`src/rtl/core/htps_pkg.sv`:
```
`timescale 1ns / 1ps
// ----------------------------------------------------------------------------
// htps_pkg
// Shared types, codes, constants and the CRC-8 helper of the poll sequencer.
// ----------------------------------------------------------------------------
package htps_pkg;

    localparam int unsigned BYTE_W  = 8;
    localparam int unsigned RAW_W   = 16;
    localparam int unsigned VALUE_W = 15;

    // Sensor command bytes.
    localparam logic [BYTE_W-1:0] CMD_TEMPERATURE = 8'hF3;
    localparam logic [BYTE_W-1:0] CMD_HUMIDITY    = 8'hF5;
    localparam logic [BYTE_W-1:0] CMD_NONE        = 8'h00;

    // CRC-8, x^8 + x^5 + x^4 + 1, initial value zero.
    localparam logic [BYTE_W-1:0] CRC_POLY = 8'h31;

    // Fixed-point conversion: value = ((raw * SCALE) >> 16) - OFFSET.
    localparam logic [14:0]        TEMP_SCALE   = 15'd17572;
    localparam logic [13:0]        HUM_SCALE    = 14'd12500;
    localparam logic [RAW_W-1:0]   HUM_RAW_FLIP = 16'h0002;
    localparam logic signed [15:0] TEMP_OFFSET  = 16'sd4685;
    localparam logic signed [15:0] HUM_OFFSET   = 16'sd600;

    typedef enum logic [1:0] {
        STATUS_OK      = 2'd0,
        STATUS_POLLING = 2'd1,
        STATUS_TIMEOUT = 2'd2,
        STATUS_BAD_CRC = 2'd3
    } status_t;

    typedef enum logic {
        BUS_WRITE = 1'b0,
        BUS_READ  = 1'b1
    } bus_kind_t;

    // Outcome of checking and converting one three-byte read.
    typedef struct packed {
        logic                      crc_ok;
        logic signed [VALUE_W-1:0] temperature;
        logic signed [VALUE_W-1:0] humidity;
    } conv_t;

    // Shifts one byte through the CRC register, most significant bit first.
    function automatic logic [BYTE_W-1:0] crc8_update(
        input logic [BYTE_W-1:0] crc_in,
        input logic [BYTE_W-1:0] data
    );
        logic [BYTE_W-1:0] crc;
        crc = crc_in ^ data;
        for (int k = 0; k < BYTE_W; k++)
        begin
            if (crc[BYTE_W-1])
            begin
                crc = (crc << 1) ^ CRC_POLY;
            end
            else
            begin
                crc = crc << 1;
            end
        end
        return crc;
    endfunction

endpackage

```
`src/rtl/core/htps_tick_if.sv`:
```
`timescale 1ns / 1ps
// ----------------------------------------------------------------------------
// htps_tick_if
// Poll tick channel: the outcome of the bus transaction that was requested.
// ----------------------------------------------------------------------------
interface htps_tick_if
    import htps_pkg::*;
();
    logic              valid;
    logic              ready;
    logic              bus_ok;
    logic [BYTE_W-1:0] byte_high;
    logic [BYTE_W-1:0] byte_low;
    logic [BYTE_W-1:0] byte_check;

    modport source (output valid, bus_ok, byte_high, byte_low, byte_check, input ready);
    modport sink   (input valid, bus_ok, byte_high, byte_low, byte_check, output ready);
endinterface

```
`src/rtl/core/htps_result_if.sv`:
```
`timescale 1ns / 1ps
// ----------------------------------------------------------------------------
// htps_result_if
// Result channel: bus request for the next tick, status and stored values.
// ----------------------------------------------------------------------------
interface htps_result_if
    import htps_pkg::*;
();
    logic                      valid;
    logic                      ready;
    logic                      bus_kind;
    logic [BYTE_W-1:0]         command_byte;
    logic [1:0]                status_code;
    logic signed [VALUE_W-1:0] temperature_centi;
    logic signed [VALUE_W-1:0] humidity_centi;

    modport source (output valid, bus_kind, command_byte, status_code,
                    temperature_centi, humidity_centi, input ready);
    modport sink   (input valid, bus_kind, command_byte, status_code,
                    temperature_centi, humidity_centi, output ready);
endinterface

```
`src/rtl/core/htps_calc.sv`:
```
`timescale 1ns / 1ps
// ----------------------------------------------------------------------------
// htps_calc
// CRC check of a raw reading and its conversion to hundredths.
// ----------------------------------------------------------------------------
module htps_calc
    import htps_pkg::*;
(
    input  logic [BYTE_W-1:0] byte_high,
    input  logic [BYTE_W-1:0] byte_low,
    input  logic [BYTE_W-1:0] byte_check,
    output conv_t             conv
);
    logic [RAW_W-1:0]  raw;
    logic [RAW_W-1:0]  raw_hum;
    logic [BYTE_W-1:0] crc;
    logic [30:0]       temp_prod;
    logic [29:0]       hum_prod;
    logic signed [15:0] temp_wide;
    logic signed [15:0] hum_wide;

    assign raw     = {byte_high, byte_low};
    assign raw_hum = raw ^ HUM_RAW_FLIP;
    assign crc     = crc8_update(crc8_update(CMD_NONE, byte_high), byte_low);

    assign temp_prod = 31'(raw) * 31'(TEMP_SCALE);
    assign hum_prod  = 30'(raw_hum) * 30'(HUM_SCALE);

    // The products are never negative, so the shift is a plain floor.
    assign temp_wide = $signed({1'b0, temp_prod[30:16]}) - TEMP_OFFSET;
    assign hum_wide  = $signed({2'b00, hum_prod[29:16]}) - HUM_OFFSET;

    assign conv.crc_ok      = (crc == byte_check);
    assign conv.temperature = temp_wide[VALUE_W-1:0];
    assign conv.humidity    = hum_wide[VALUE_W-1:0];
endmodule

```
`src/rtl/core/humidity_temp_poll_sequencer.sv`:
```
`timescale 1ns / 1ps
// ----------------------------------------------------------------------------
// humidity_temp_poll_sequencer
// Alternates temperature and humidity polls of a sensor, checks each reading
// and keeps the last good values in hundredths.
// ----------------------------------------------------------------------------
//
//  Channel   Direction  Handshake      Carries
//  -------   ---------  -------------  ------------------------------------------
//  tick      sink       valid / ready  bus_ok, byte_high, byte_low, byte_check
//  result    source     valid / ready  bus_kind, command_byte, status_code,
//                                      temperature_centi, humidity_centi
//
// One tick is taken every clock cycle while the result is not stalled; each
// tick gives exactly one result, through the tick register and then the
// result register. The throughput is set by the single CRC and conversion
// unit, which is combinational, so the state is ready again for the next tick.
// Reset clears the phase, the measurement kind, both stored values and both
// valid flags at once; there is no clearing pass.
// When the result is stalled the tick register fills, and then tick.ready
// falls until the waiting result transaction completes.
// ----------------------------------------------------------------------------
module humidity_temp_poll_sequencer
    import htps_pkg::*;
(
    input  logic          clk,
    input  logic          rst_n,
    htps_tick_if.sink     tick,
    htps_result_if.source result
);
    // Tick register.
    logic              stage_valid_reg;
    logic              stage_bus_ok_reg;
    logic [BYTE_W-1:0] stage_high_reg;
    logic [BYTE_W-1:0] stage_low_reg;
    logic [BYTE_W-1:0] stage_check_reg;

    // Result register; the values are read straight from the stored state,
    // which only moves when a new result is loaded.
    logic              out_valid_reg;
    bus_kind_t         out_kind_reg;
    bus_kind_t         out_kind_next;
    logic [BYTE_W-1:0] out_cmd_reg;
    logic [BYTE_W-1:0] out_cmd_next;
    status_t           out_status_reg;
    status_t           out_status_next;

    // Sequencer state.
    logic                      read_phase_reg;
    logic                      read_phase_next;
    logic                      humidity_turn_reg;
    logic                      humidity_turn_next;
    logic signed [VALUE_W-1:0] temperature_reg;
    logic signed [VALUE_W-1:0] temperature_next;
    logic signed [VALUE_W-1:0] humidity_reg;
    logic signed [VALUE_W-1:0] humidity_next;
    logic                      temp_seen_reg;
    logic                      temp_seen_next;
    logic                      hum_seen_reg;
    logic                      hum_seen_next;

    logic  advance;
    logic  tick_take;
    conv_t conv;

    // The held tick moves on whenever the result register is free or being
    // emptied in this cycle.
    assign advance   = stage_valid_reg && (!out_valid_reg || result.ready);
    assign tick.ready = !stage_valid_reg || advance;
    assign tick_take = tick.valid && tick.ready;

    always_ff @(posedge clk or negedge rst_n)
    begin
        if (!rst_n)
        begin
            stage_valid_reg <= 1'b0;
        end
        else if (tick.ready)
        begin
            stage_valid_reg <= tick.valid;
        end
    end

    always_ff @(posedge clk)
    begin
        if (tick_take)
        begin
            stage_bus_ok_reg <= tick.bus_ok;
            stage_high_reg   <= tick.byte_high;
            stage_low_reg    <= tick.byte_low;
            stage_check_reg  <= tick.byte_check;
        end
    end

    htps_calc u_calc (
        .byte_high  (stage_high_reg),
        .byte_low   (stage_low_reg),
        .byte_check (stage_check_reg),
        .conv       (conv)
    );

    // Next state and result of the held tick.
    always_comb
    begin
        read_phase_next    = read_phase_reg;
        humidity_turn_next = humidity_turn_reg;
        temperature_next   = temperature_reg;
        humidity_next      = humidity_reg;
        temp_seen_next     = temp_seen_reg;
        hum_seen_next      = hum_seen_reg;
        out_kind_next      = BUS_WRITE;
        out_cmd_next       = CMD_NONE;
        out_status_next    = STATUS_TIMEOUT;

        if (!read_phase_reg)
        begin
            // Request phase: a timeout repeats the same command next tick.
            out_kind_next = BUS_WRITE;
            out_cmd_next  = humidity_turn_reg ? CMD_HUMIDITY : CMD_TEMPERATURE;
            if (stage_bus_ok_reg)
            begin
                read_phase_next = 1'b1;
                out_status_next = (temp_seen_reg && hum_seen_reg) ? STATUS_OK
                                                                  : STATUS_POLLING;
            end
        end
        else
        begin
            // Read phase: always returns to request, whatever the outcome.
            out_kind_next   = BUS_READ;
            read_phase_next = 1'b0;
            if (!stage_bus_ok_reg)
            begin
                out_status_next = STATUS_TIMEOUT;
            end
            else if (!conv.crc_ok)
            begin
                out_status_next = STATUS_BAD_CRC;
            end
            else
            begin
                if (!humidity_turn_reg)
                begin
                    temperature_next = conv.temperature;
                    temp_seen_next   = 1'b1;
                end
                else
                begin
                    humidity_next = conv.humidity;
                    hum_seen_next = 1'b1;
                end
                humidity_turn_next = !humidity_turn_reg;
                out_status_next    = (temp_seen_next && hum_seen_next) ? STATUS_OK
                                                                       : STATUS_POLLING;
            end
        end
    end

    always_ff @(posedge clk or negedge rst_n)
    begin
        if (!rst_n)
        begin
            read_phase_reg    <= 1'b0;
            humidity_turn_reg <= 1'b0;
            temperature_reg   <= '0;
            humidity_reg      <= '0;
            temp_seen_reg     <= 1'b0;
            hum_seen_reg      <= 1'b0;
        end
        else if (advance)
        begin
            read_phase_reg    <= read_phase_next;
            humidity_turn_reg <= humidity_turn_next;
            temperature_reg   <= temperature_next;
            humidity_reg      <= humidity_next;
            temp_seen_reg     <= temp_seen_next;
            hum_seen_reg      <= hum_seen_next;
        end
    end

    always_ff @(posedge clk or negedge rst_n)
    begin
        if (!rst_n)
        begin
            out_valid_reg <= 1'b0;
        end
        else if (advance)
        begin
            out_valid_reg <= 1'b1;
        end
        else if (result.ready)
        begin
            out_valid_reg <= 1'b0;
        end
    end

    always_ff @(posedge clk)
    begin
        if (advance)
        begin
            out_kind_reg   <= out_kind_next;
            out_cmd_reg    <= out_cmd_next;
            out_status_reg <= out_status_next;
        end
    end

    assign result.valid             = out_valid_reg;
    assign result.bus_kind          = out_kind_reg;
    assign result.command_byte      = out_cmd_reg;
    assign result.status_code       = out_status_reg;
    assign result.temperature_centi = temperature_reg;
    assign result.humidity_centi    = humidity_reg;

    // A read tick never carries a command byte.
    assert property (@(posedge clk) disable iff (!rst_n)
        (out_valid_reg && out_kind_reg == BUS_READ) |-> (out_cmd_reg == CMD_NONE))
    else $error("read result carries a command byte");

    // An ok status is only given once both values have been seen.
    assert property (@(posedge clk) disable iff (!rst_n)
        (out_valid_reg && out_status_reg == STATUS_OK) |-> (temp_seen_reg && hum_seen_reg))
    else $error("ok status before both values are valid");

    // A read tick always hands the sequencer back to the request phase.
    assert property (@(posedge clk) disable iff (!rst_n)
        (advance && read_phase_reg) |=> !read_phase_reg)
    else $error("read phase did not return to request");

    // Once a value has been seen it stays valid.
    assert property (@(posedge clk) disable iff (!rst_n)
        !$fell(temp_seen_reg) && !$fell(hum_seen_reg))
    else $error("a value valid flag was lost");

endmodule
```
`src/flat_wrapper.sv`:
```
// flat-port wrapper written by rule: the top's interface ports become plain ports
module humidity_temp_poll_sequencer_flat import htps_pkg::*;
  (clk, rst_n, tick_valid, tick_bus_ok, tick_byte_high, tick_byte_low, tick_byte_check, tick_ready, result_valid, result_bus_kind, result_command_byte, result_status_code, result_temperature_centi, result_humidity_centi, result_ready);
  htps_tick_if tick_i ();
  htps_result_if result_i ();
  input  logic clk;
  input  logic rst_n;
  input wire logic [$bits(tick_i.valid)-1:0] tick_valid;
  input wire logic [$bits(tick_i.bus_ok)-1:0] tick_bus_ok;
  input wire logic [$bits(tick_i.byte_high)-1:0] tick_byte_high;
  input wire logic [$bits(tick_i.byte_low)-1:0] tick_byte_low;
  input wire logic [$bits(tick_i.byte_check)-1:0] tick_byte_check;
  output wire logic [$bits(tick_i.ready)-1:0] tick_ready;
  output wire logic [$bits(result_i.valid)-1:0] result_valid;
  output wire logic [$bits(result_i.bus_kind)-1:0] result_bus_kind;
  output wire logic [$bits(result_i.command_byte)-1:0] result_command_byte;
  output wire logic [$bits(result_i.status_code)-1:0] result_status_code;
  output wire logic [$bits(result_i.temperature_centi)-1:0] result_temperature_centi;
  output wire logic [$bits(result_i.humidity_centi)-1:0] result_humidity_centi;
  input wire logic [$bits(result_i.ready)-1:0] result_ready;
  assign tick_i.valid = tick_valid;
  assign tick_i.bus_ok = tick_bus_ok;
  assign tick_i.byte_high = tick_byte_high;
  assign tick_i.byte_low = tick_byte_low;
  assign tick_i.byte_check = tick_byte_check;
  assign tick_ready = tick_i.ready;
  assign result_valid = result_i.valid;
  assign result_bus_kind = result_i.bus_kind;
  assign result_command_byte = result_i.command_byte;
  assign result_status_code = result_i.status_code;
  assign result_temperature_centi = result_i.temperature_centi;
  assign result_humidity_centi = result_i.humidity_centi;
  assign result_i.ready = result_ready;
  humidity_temp_poll_sequencer u_core (.clk(clk), .rst_n(rst_n), .tick(tick_i), .result(result_i));
endmodule
```
`config.mk`:
```
export PLATFORM = sky130hd
export DESIGN_NAME = humidity_temp_poll_sequencer_flat
export DESIGN_NICKNAME = d
export VERILOG_FILES = /design/src/rtl/core/htps_pkg.sv /design/src/rtl/core/htps_tick_if.sv /design/src/rtl/core/htps_result_if.sv /design/src/rtl/core/htps_calc.sv /design/src/rtl/core/humidity_temp_poll_sequencer.sv /design/src/flat_wrapper.sv
export SDC_FILE = /design/constraint.sdc
export NUM_CORES = 1
export LEC_CHECK = 0
export ABC_AREA = 1
export BUFFER_PORTS_ARGS = -buffer_cell sky130_fd_sc_hd__buf_2
export CELL_PAD_IN_SITES_DETAIL_PLACEMENT = 0
export CELL_PAD_IN_SITES_GLOBAL_PLACEMENT = 2
export CORE_AREA = 2 2 141 199
export CTS_BUF_LIST = sky130_fd_sc_hd__clkbuf_4 sky130_fd_sc_hd__clkbuf_8
export DETAILED_ROUTE_END_ITERATION = 8
export DIE_AREA = 0 0 143 201
export PLACE_DENSITY_LB_ADDON = 0.3
export SLEW_MARGIN = 10
export SYNTH_ARGS = -nofsm -noshare
export SYNTH_HDL_FRONTEND = slang
export SYNTH_SLANG_ARGS = --single-unit
```
`constraint.sdc`:
```
create_clock -name clk -period 7.7 [get_ports clk]
set_input_delay 0 -clock clk [delete_from_list [all_inputs] [get_ports clk]]
set_output_delay 0 -clock clk [all_outputs]
set_load 0.05 [all_outputs]
```
==> impl_metrics.json, run 1 <==
{
  "path_max_fanout": 12,
  "synth_most_common_cell": "nand2_1",
  "max_slew_margin_pct": 27.57,
  "synth_top_area_share_pct": 22.77,
  "syn_area_sq_um": 10660,
  "fillers": 2874,
  "critical_path_class": "register to register",
  "setup_tns_ns": 0,
  "powerDensity_nw_per_um2": 387.9,
  "setup_viol": 0,
  "synthTopCellsByCount": "nand2_1 (473), inv_1 (334), ha_1 (194)",
  "maxCapViolCount": 0,
  "drive_above_1_share_pct": 8.531,
  "ys.flop_type": "dfrtp_1",
  "clock_tree.buffer_depth": 2,
  "grt_pass1_vias": 9904,
  "leakagePower_nw": 7.020,
  "cts_htree_levels": 3,
  "clk_pin_slew_ns": 0.09,
  "cts_resized": 0,
  "met1_length_mm": 10.92,
  "antenna_found_initial": 0,
  "synth_edf_count": 31,
  "final_nets": 1889,
  "highest-signal-layer": "met4",
  "fin_cells": 1976,
  "area_growth_pct": 11.62,
  "synthTopCellsByArea": "ha_1 (23%), nand2_1 (17%), fa_1 (12%)",
  "cts_made_buffers": 9,
  "grt_pass1_wl_mm": 48.38,
  "yosys_register_bits": 67,
  "drt-initial-drc-count": 292,
  "ant_nets": 0,
  "syn-num-nets": 1788,
  "clk-insertion-delay-late_ns": 0.38,
  "synth.distinct_cells": 38,
  "critPathArrivalTime_ns": 5.83,
  "wl_per_cell_um": 14.45,
  "antenna_cells": 0,
  "worstPathRequired_ns": 7.98,
  "routed_via_density": 4.650,
  "port_buffers": 70,
  "wl_met2_mm": 16.29,
  "async_flop_share_pct": 53.73,
  "first_pass_iters": 6,
  "grt_overflow": 0,
  "hold_path_class": "input port to async pin",
  "endpoint_kind": "register",
  "die_w_um": 143,
  "skew_ns": 0.01290,
  "status": "complete, no violations",
  "core_area_sq_um": 27120,
  "rsz0062_at_grt": "no",
  "synth_largest_area_cell": "ha_1",
  "drc_errors": 0,
  "ys_seq_area_share_pct": 17.18,
  "drv_slew": 0,
  "period_needed_ns": 5.554,
  "cts_root_buffer": "clkbuf_8",
  "syn_inst": 1500,
  "syn_area_per_cell_sq_um": 7.108,
  "routed_wl_mm": 28.55,
  "start_util_pct": 39.32,
  "wl_met3_um": 284,
  "ir_drop_uv": 317.8,
  "place_congestion": 0.8879,
  "dieArea_sq_um": 28740,
  "synth_warnings": 0,
  "ioPinCount": 72,
  "final-hold-violation-count": 0,
  "die_h_um": 201,
  "fmax_mhz": 180.1,
  "tritoncts": "done",
  "design_area_sq_um": 11900,
  "track_usage_pct": 21.41,
  "row_count": 72,
  "worstMarginPinSlew_ns": 1.085,
  "vias": 9189,
  "post-cts-setup-buffers": 0,
  "placed_area_sq_um": 11390,
  "dp.cells": 1930,
  "period_share_pct": 72.13,
  "cts.sinks": 67,
  "critical_path.startpoint_type": "register",
  "grt_max_degree": 37,
  "dp_hpwl_mm": 24.39,
  "ctsHoldBuffers": 30
}
kinds of logic (layout without fill, tap and decap cells):
logic type               after synthesis  count (layout)  synth area share (%)
XOR/XNOR                              28              28                 2.371
other                                  1               1               0.03517
adder cells (fa/ha/maj)              259             259                 34.97
AND/OR/NAND/NOR                      711             711                 28.05
AO/OA/AOI/OAI                         81              81                 4.542
flip-flops                            67              67                 17.18
buffers and inverters                353             459                 12.85
area by class of cell:
class	count	area, sq um	area share [%]
inverter	343	1287	10.82
clock buffer	9	123.9	1.041
tap	370	462.9	3.890
multi-input combinational	1080	7460	62.69
sequential	67	1832	15.39
timing repair buffer	100	650.6	5.467
clock inverter	7	83.83	0.7044
worst max-delay path: stages (launching register included):
cell      delay (ns)
edfxtp_1        0.64
ha_1            0.43
ha_1            0.35
xor2_1          0.17
inv_1           0.06
ha_1            0.18
a31o_2          0.23
fa_1            0.52
inv_1           0.06
fa_1            0.53
inv_1           0.04
ha_1            0.34
a21oi_1         0.22
o21ai_0         0.14
a21oi_1         0.18
nand2_1         0.11
nand2_1         0.07
nand2_1         0.12
ha_1            0.25
nand3b_1        0.16
nand2_1         0.12
nand3_1         0.11
nand2_1         0.11
nand2_1         0.06
nand2_1         0.07
nand2_1         0.04
nor2_1          0.09
nor2_1          0.06
per-stage QoR:
stage / power [mW] / setup slack, ns / utilization (%) / hold slack [ns]
floorplan: 3.301 / 2.799 / - / -0.2956
global placement: 4.362 / 2.238 / 42.01 / 0.1661
detailed placement: 4.340 / 2.164 / 42.01 / 0.1654
CTS: 4.708 / 2.155 / 43.89 / 0.2798
global route: 5.256 / 1.669 / 43.89 / 0.3273
finish: 4.617 / 2.146 / 43.89 / 0.2578
per-layer routing:
layer / vias to the layer above / track usage (%)
li1: 4842 / -
met1: 4229 / 22.60
met2: 76 / 42.63
met3: 42 / 1.503
met4: 0 / 8.522
met5: - / 0
cell usage in the layout (no fill, tap or decap), types with 14 or more instances in the layout:
master         Yosys  layout
inv_1            334     334
edfxtp_1          31      31
dlygate4sd3_1      0      30
xor2_1            17      17
dfrtp_1           36      36
buf_2              0      70
nand3_1           91      91
nand4_1           21      21
fa_1              65      65
nand2_1          473     473
ha_1             194     194
nand2_2           16      16
o21ai_0           14      14
nor2_1            84      84
a21oi_1           41      41
report_power, final:
group	switching (mW)	total [mW]	internal (mW)
registers	0.0410	0.449	0.408
logic	2.59	3.84	1.26
clock network	0.168	0.323	0.155
worst paths after layout:
check / startpoint / endpoint / slack (ns) / cells past startpoint
hold / removal: rst_n / u_core.result.temperature_centi[7] / 0.26 / 2
min in group clk: tick_byte_check[1] / u_core.stage_check_reg[1] / 0.33 / 2
setup / recovery: u_core.stage_low_reg[4] / u_core.result.humidity_centi[11] / 2.15 / 27
setup reg to reg: u_core.stage_low_reg[4] / u_core.result.humidity_centi[11] / 2.15 / 27
hold reg to reg: u_core.result.humidity_centi[8] / u_core.result.humidity_centi[8] / 0.47 / 2
max in group asynchronous: rst_n / u_core.read_phase_reg / 6.88 / 2
(Power assumes the default switching activity.)
==> run 2: changes to the inputs <==
--- a/config.mk
+++ b/config.mk
@@ -9,10 +9,10 @@
 export BUFFER_PORTS_ARGS = -buffer_cell sky130_fd_sc_hd__buf_2
 export CELL_PAD_IN_SITES_DETAIL_PLACEMENT = 0
 export CELL_PAD_IN_SITES_GLOBAL_PLACEMENT = 2
-export CORE_AREA = 2 2 141 199
+export CORE_AREA = 2 2 147 206
 export CTS_BUF_LIST = sky130_fd_sc_hd__clkbuf_4 sky130_fd_sc_hd__clkbuf_8
 export DETAILED_ROUTE_END_ITERATION = 8
-export DIE_AREA = 0 0 143 201
+export DIE_AREA = 0 0 149 208
 export PLACE_DENSITY_LB_ADDON = 0.3
 export SLEW_MARGIN = 10
 export SYNTH_ARGS = -nofsm -noshare
==> constraint.sdc (replaced) <==
create_clock -name clk -period 5.15 [get_ports clk]
set_input_delay 0 -clock clk [delete_from_list [all_inputs] [get_ports clk]]
set_output_delay 0 -clock clk [all_outputs]
set_load 0.05 [all_outputs]
==> run 2 against run 1 <==
Compared with the run above: critical path depth shrank 2; critical endpoint is now u_core.result.temperature_centi[8]; flip-flop and latch count is the same; total power grew 81%; fmax grew 13%; register-to-register slack lost 1.9 ns; cell count grew 3.7%; worst hold slack gained 0.0088 ns; die area grew 7.8%.
==> impl_metrics.json, run 2 (synthesized netlist as in run 1, its figures left out) <==
{
  "ioPinCount": 72,
  "critical_path_class": "register to register",
  "drive_above_1_share_pct": 17.20,
  "critical_path.startpoint_type": "register",
  "start_util_pct": 36.67,
  "cts_root_buffer": "clkbuf_8",
  "fillers": 3048,
  "antenna_cells": 0,
  "drc_errors": 0,
  "die_w_um": 149,
  "antenna_found_initial": 0,
  "row_count": 74,
  "area_growth_pct": 21.31,
  "hold_path_class": "input port to async pin",
  "worstMarginPinSlew_ns": 1.077,
  "track_usage_pct": 20.09,
  "wl_per_cell_um": 14.43,
  "period_needed_ns": 4.910,
  "clk_pin_slew_ns": 0.11,
  "leakagePower_nw": 7.376,
  "drt-initial-drc-count": 260,
  "cts_made_buffers": 9,
  "maxCapViolCount": 0,
  "dieArea_sq_um": 30990,
  "clock_tree.buffer_depth": 2,
  "status": "complete, no violations",
  "endpoint_kind": "register",
  "powerDensity_nw_per_um2": 645.6,
  "tritoncts": "done",
  "skew_ns": 0.02058,
  "final-hold-violation-count": 0,
  "die_h_um": 208,
  "core_area_sq_um": 29070,
  "most-common-layout-cells": "nand2_1 (448), inv_1 (333), ha_1 (169)",
  "vias": 9420,
  "grt_pass1_vias": 9905,
  "ant_nets": 0,
  "routed_wl_mm": 29.57,
  "final_common_cell": "nand2_1",
  "period_share_pct": 95.34,
  "routed_via_density": 4.597,
  "port_buffers": 70,
  "max_slew_margin_pct": 28.12,
  "grt_max_degree": 37,
  "cts.sinks": 67,
  "dp_hpwl_mm": 25.18,
  "place_worst_setup_slack_ns": 0.005698,
  "setup_viol": 0,
  "first_pass_iters": 7,
  "fmax_mhz": 203.7,
  "critPathArrivalTime_ns": 5.18,
  "drv_slew": 0,
  "cts_htree_levels": 3,
  "place_congestion": 0.8634,
  "grt_overflow": 0,
  "ir_drop_uv": 537.2,
  "final_nets": 1952,
  "worstPathRequired_ns": 5.42,
  "grt_pass1_wl_mm": 48.89,
  "fin_ws_ns": 0.2399,
  "path_max_fanout": 7,
  "whs_ns": 0.2666,
  "clk-insertion-delay-late_ns": 0.38
}
[run 2: cell types whose count changed in the layout (fill, tap and decap cells not counted), moves of 11 or more]
cell	delta
nand2_1	-25
a21oi_2	+11
ha_4	+20
a21oi_1	-13
buf_4	+61
nand2_2	+21
ha_1	-25
[run 2: stage by stage]
step	util, %	std cells	TNS, ns	power (mW)	instance area (sq um)
2_1_floorplan	-	1500	0	4.936	10660
3_3_place_gp	40.49	1989	0	6.948	11770
3_5_place_dp	40.49	1989	0	6.926	11770
6_report	44.49	2049	0	8.351	12930
4_1_cts	42.32	2036	0	7.552	12300
5_1_grt	44.49	2049	-0.2323	9.342	12930
[run 2: worst paths after layout]
| kind | from | to | slack, ns | cells after the start |
|---|---|---|---|---|
| worst max-delay path | u_core.stage_low_reg[6] | u_core.result.temperature_centi[8] | 0.24 | 25 |
| worst min-delay path | rst_n | u_core.humidity_turn_reg | 0.27 | 2 |
| worst max register to register | u_core.stage_low_reg[6] | u_core.result.temperature_centi[8] | 0.24 | 25 |
| worst min register to register | u_core.result.temperature_centi[3] | u_core.result.temperature_centi[3] | 0.49 | 2 |
| max in group asynchronous | rst_n | u_core.result.humidity_centi[1] | 4.33 | 2 |
| min in group clk | tick_byte_low[2] | u_core.stage_low_reg[2] | 0.34 | 2 |
[run 2: critical path, cell delays in order (launching register included)]
cell and delay [ns]:
edfxtp_1 0.52, buf_4 0.18, buf_4 0.16, ha_1 0.29, fa_1 0.47, fa_1 0.54, inv_1 0.05, fa_1 0.52
inv_1 0.06, ha_4 0.31, nand2_1 0.11, nor2_1 0.15, and2_1 0.21, nand2_1 0.09, nand3_1 0.07, nand2_1 0.06
nand2_2 0.15, nand3_2 0.12, buf_4 0.16, nand2_1 0.08, nand2_1 0.05, nand2_1 0.06, xor2_1 0.17, nand2_1 0.08
nand2_1 0.07, inv_1 0.04
[run 2: what timing repair did]
item,4_1_cts,5_1_grt
hold buffers,30,0
setup buffers,1,13
pin swaps,0,22
hold endpoints to repair,63,0
resized for setup,1,105
setup endpoints to repair,1,16
[run 2: area by class of cell]
cell class                      instances  area [sq um]  area share (%)
Clock buffer                           10         131.4           1.016
Clock inverter                          6         90.09          0.6965
Inverter                              343          1287           9.954
Multi-Input combinational cell       1080          7986           61.75
Sequential cell                        67          1832           14.16
Tap cell                              380         475.5           3.676
Timing Repair Buffer                  163          1131           8.745
[run 2: report_power, final]
| part | switching [mW] | internal, mW | total (mW) |
|---|---|---|---|
| sequential | 0.0323 | 0.610 | 0.643 |
| combinational | 4.45 | 2.72 | 7.16 |
| clock | 0.264 | 0.280 | 0.543 |
| total | 4.74 | 3.61 | 8.35 |
[run 2: per-layer routing]
layer  GRT usage [%]  routed length, um  vias to the layer above
li1                -                  -                     4968
met1           20.61              11230                     4297
met2           39.68              16530                       92
met3           1.908                339                       63
met4           9.688               1474                        0
met5               0                  0                        -
==> run 3: changes to the inputs <==
--- a/config.mk
+++ b/config.mk
@@ -5,14 +5,14 @@
 export SDC_FILE = /design/constraint.sdc
 export NUM_CORES = 1
 export LEC_CHECK = 0
-export ABC_AREA = 1
+export ABC_CLOCK_PERIOD_IN_PS = 5200
 export BUFFER_PORTS_ARGS = -buffer_cell sky130_fd_sc_hd__buf_2
 export CELL_PAD_IN_SITES_DETAIL_PLACEMENT = 0
 export CELL_PAD_IN_SITES_GLOBAL_PLACEMENT = 2
-export CORE_AREA = 2 2 147 206
+export CORE_AREA = 2 2 131 183
 export CTS_BUF_LIST = sky130_fd_sc_hd__clkbuf_4 sky130_fd_sc_hd__clkbuf_8
 export DETAILED_ROUTE_END_ITERATION = 8
-export DIE_AREA = 0 0 149 208
+export DIE_AREA = 0 0 133 185
 export PLACE_DENSITY_LB_ADDON = 0.3
 export SLEW_MARGIN = 10
 export SYNTH_ARGS = -nofsm -noshare
==> constraint.sdc (replaced) <==
create_clock -name clk -period 5.2 [get_ports clk]
set_input_delay 0 -clock clk [delete_from_list [all_inputs] [get_ports clk]]
set_output_delay 0 -clock clk [all_outputs]
set_load 0.05 [all_outputs]
==> run 3 against run 2 <==
Compared with the run above: the run now ends with negative setup slack left; combinational power rose by 2%; non-clock buffer count is 135 higher; wire length down 23%; area after synthesis fell by 13%; fmax fell by 11%; synthesized cell count is 37% lower; worst hold slack better by 0.0080 ns; sequential power fell by 4.5%; final area is 1.0% lower; total power increased by 0.34%; flip-flop and latch count stayed put.
==> impl_metrics.json, run 3 <==
{
  "ioPinCount": 72,
  "drive_above_1_share_pct": 34.43,
  "period_needed_ns": 5.513,
  "most-common-layout-cells": "buf_4 (181), ha_1 (162), inv_1 (158)",
  "fin_ws_ns": -0.3126,
  "syn-num-nets": 1240,
  "cts_root_buffer": "clkbuf_8",
  "wl_per_cell_um": 14.74,
  "die_w_um": 133,
  "dieArea_sq_um": 24610,
  "routed_wl_mm": 22.87,
  "leakagePower_nw": 6.445,
  "track_usage_pct": 19.38,
  "setup_viol": 12,
  "port_buffers": 70,
  "synth_most_common_cell": "ha_1",
  "row_count": 66,
  "period_share_pct": 106.0,
  "endpoint_kind": "register",
  "fillers": 2033,
  "antenna_found_initial": 0,
  "area_growth_pct": 38.19,
  "async_flop_share_pct": 53.73,
  "r2r-start": "u_core.stage_high_reg[1]",
  "setup_tns_ns": -1.900,
  "start_util_pct": 40.20,
  "worstMarginPinSlew_ns": 1.161,
  "hold_path_class": "input port to async pin",
  "final_util_pct": 55.56,
  "die_h_um": 185,
  "worstPathRequired_ns": 5.49,
  "cts.sinks": 67,
  "synth.distinct_cells": 79,
  "fin_cells": 1552,
  "ant_nets": 0,
  "finalPower_mw": 8.379,
  "powerDensity_nw_per_um2": 654.6,
  "critical_path.startpoint_type": "register",
  "ys_seq_area_share_pct": 19.78,
  "syn_area_sq_um": 9263,
  "routed_via_density": 4.910,
  "path_max_fanout": 5,
  "synthTopCellsByArea": "ha_1 (26%), fa_1 (14%), edfxtp_1 (10%)",
  "first_pass_iters": 5,
  "drt-initial-drc-count": 227,
  "clk_pin_slew_ns": 0.08,
  "clock_tree.buffer_depth": 2,
  "path_cells": "ha_1 -> ha_1 -> fa_1 -> inv_1 -> fa_1 -> inv_1 -> ha_4 -> a21oi_4 -> a21boi_4 -> a211oi_4 -> nor2b_1 -> nor2_1 -> xor2_1 -> ha_2 -> and4b_1 -> a211o_1 -> a211oi_2 -> nor3_2 -> o31a_2 -> o21ai_4 -> nand2_2 -> mux2_4 -> o21ai_2",
  "grt_pass1_wl_mm": 37.98,
  "critPathArrivalTime_ns": 5.81,
  "critPathSlowestCell": "edfxtp_1",
  "syn_inst": 952,
  "place_congestion": 0.8505,
  "yosys_register_bits": 67,
  "ys.flop_type": "dfrtp_1",
  "max_slew_margin_pct": 22.63,
  "critical_path_class": "register to register",
  "cts_made_buffers": 9,
  "synth_largest_area_cell": "ha_1",
  "antenna_cells": 0,
  "drc_errors": 0,
  "grt_max_degree": 37,
  "fmax_mhz": 181.4,
  "rsz0062_at_grt": "yes",
  "status": "complete, but fails checks",
  "tritoncts": "done",
  "final_nets": 1529,
  "violations": "negative setup slack",
  "skew_ns": 0.005448,
  "dp_hpwl_mm": 19.22,
  "synth_top_area_share_pct": 26.21,
  "maxCapViolCount": 0,
  "ir_drop_uv": 799.3,
  "vias": 7620,
  "synthTopCellsByCount": "ha_1 (194), inv_1 (162), nand2_1 (71)",
  "dp.cells": 1480,
  "cts_htree_levels": 3,
  "final_common_cell": "buf_4",
  "crit_start": "u_core.stage_high_reg[1]",
  "drv_slew": 0,
  "crit_path_max_incr_delay_ns": 0.53,
  "grt_overflow": 0,
  "synth_edf_count": 31,
  "place_worst_setup_slack_ns": -0.4974,
  "grt_pass1_vias": 8056,
  "clk-insertion-delay-late_ns": 0.36,
  "core_area_sq_um": 23040,
  "synth_warnings": 0,
  "syn_area_per_cell_sq_um": 9.730,
  "final-hold-violation-count": 0
}
## run 3: stage by stage
stage | instance area (sq um) | hold WS [ns]
2_1_floorplan | 9448 | -0.2956
3_3_place_gp | 11370 | 0.1676
3_5_place_dp | 11370 | 0.1701
4_1_cts | 12440 | 0.3089
5_1_grt | 12800 | 0.3378
6_report | 12800 | 0.2746
## run 3: final timing paths
path	endpoint	slack [ns]	cells after the start
max	u_core.result.temperature_centi[14]	-0.31	23
min	u_core.result.temperature_centi[14]	0.27	2
max reg2reg	u_core.result.temperature_centi[14]	-0.31	23
min reg2reg	u_core.result.temperature_centi[9]	0.48	2
max in group asynchronous	u_core.result.humidity_centi[2]	4.40	2
min in group clk	u_core.stage_high_reg[6]	0.36	2
## run 3: critical path: cells and delay by family, from the launching register on
kind                     cells  cell delay, ns
XOR/XNOR                     1            0.18
flip-flops                   1            0.53
multiplexers                 1            0.31
buffers and inverters        2            0.11
adder cells (fa/ha/maj)      6            2.19
AND/OR/NAND/NOR              5            0.59
AO/OA/AOI/OAI                8            1.54
## run 3: metal layers
layer / global-route usage, % / share of wire [%]
met5: 0 / 0
met1: 20.20 / 39
met4: 6.624 / 3.3
met3: 2.490 / 1.8
met2: 39.27 / 56
## run 3: cell type report
class / instances / area [sq um] / area share, %
flip-flops and latches: 67 / 1832 / 14.31
repair buffers: 298 / 2202 / 17.20
clock inverters: 6 / 65.06 / 0.5083
inverters: 163 / 611.8 / 4.780
well taps: 306 / 382.9 / 2.991
multi-input cells: 702 / 7575 / 59.18
clock buffers: 10 / 131.4 / 1.026
## run 3: kinds of logic after synthesis
family / after synthesis / share of synthesized area [%]
other: 1 / 0.04049
AND/OR/NAND/NOR: 198 / 10.81
buffers and inverters: 183 / 7.673
XOR/XNOR: 74 / 7.781
multiplexers: 9 / 1.067
AO/OA/AOI/OAI: 161 / 12.60
adder cells (fa/ha/maj): 259 / 40.25
flip-flops: 67 / 19.78
## run 3: repair_timing
action                                  in CTS  in global routing
buffers inserted                            17                 10
hold endpoints to repair                    63                  0
pin swaps                                   43                 38
gates cloned                                 0                  0
endpoints found under the setup margin      18                 18
hold buffers                                29                  0
resized for setup                           85                 51
## run 3: power breakdown
| group | switching (mW) | leakage (nW) | internal [mW] |
|---|---|---|---|
| clock network | 0.221 | 0.100 | 0.228 |
| logic | 3.56 | 5.56 | 3.76 |
| registers | 0.0230 | 0.787 | 0.591 |
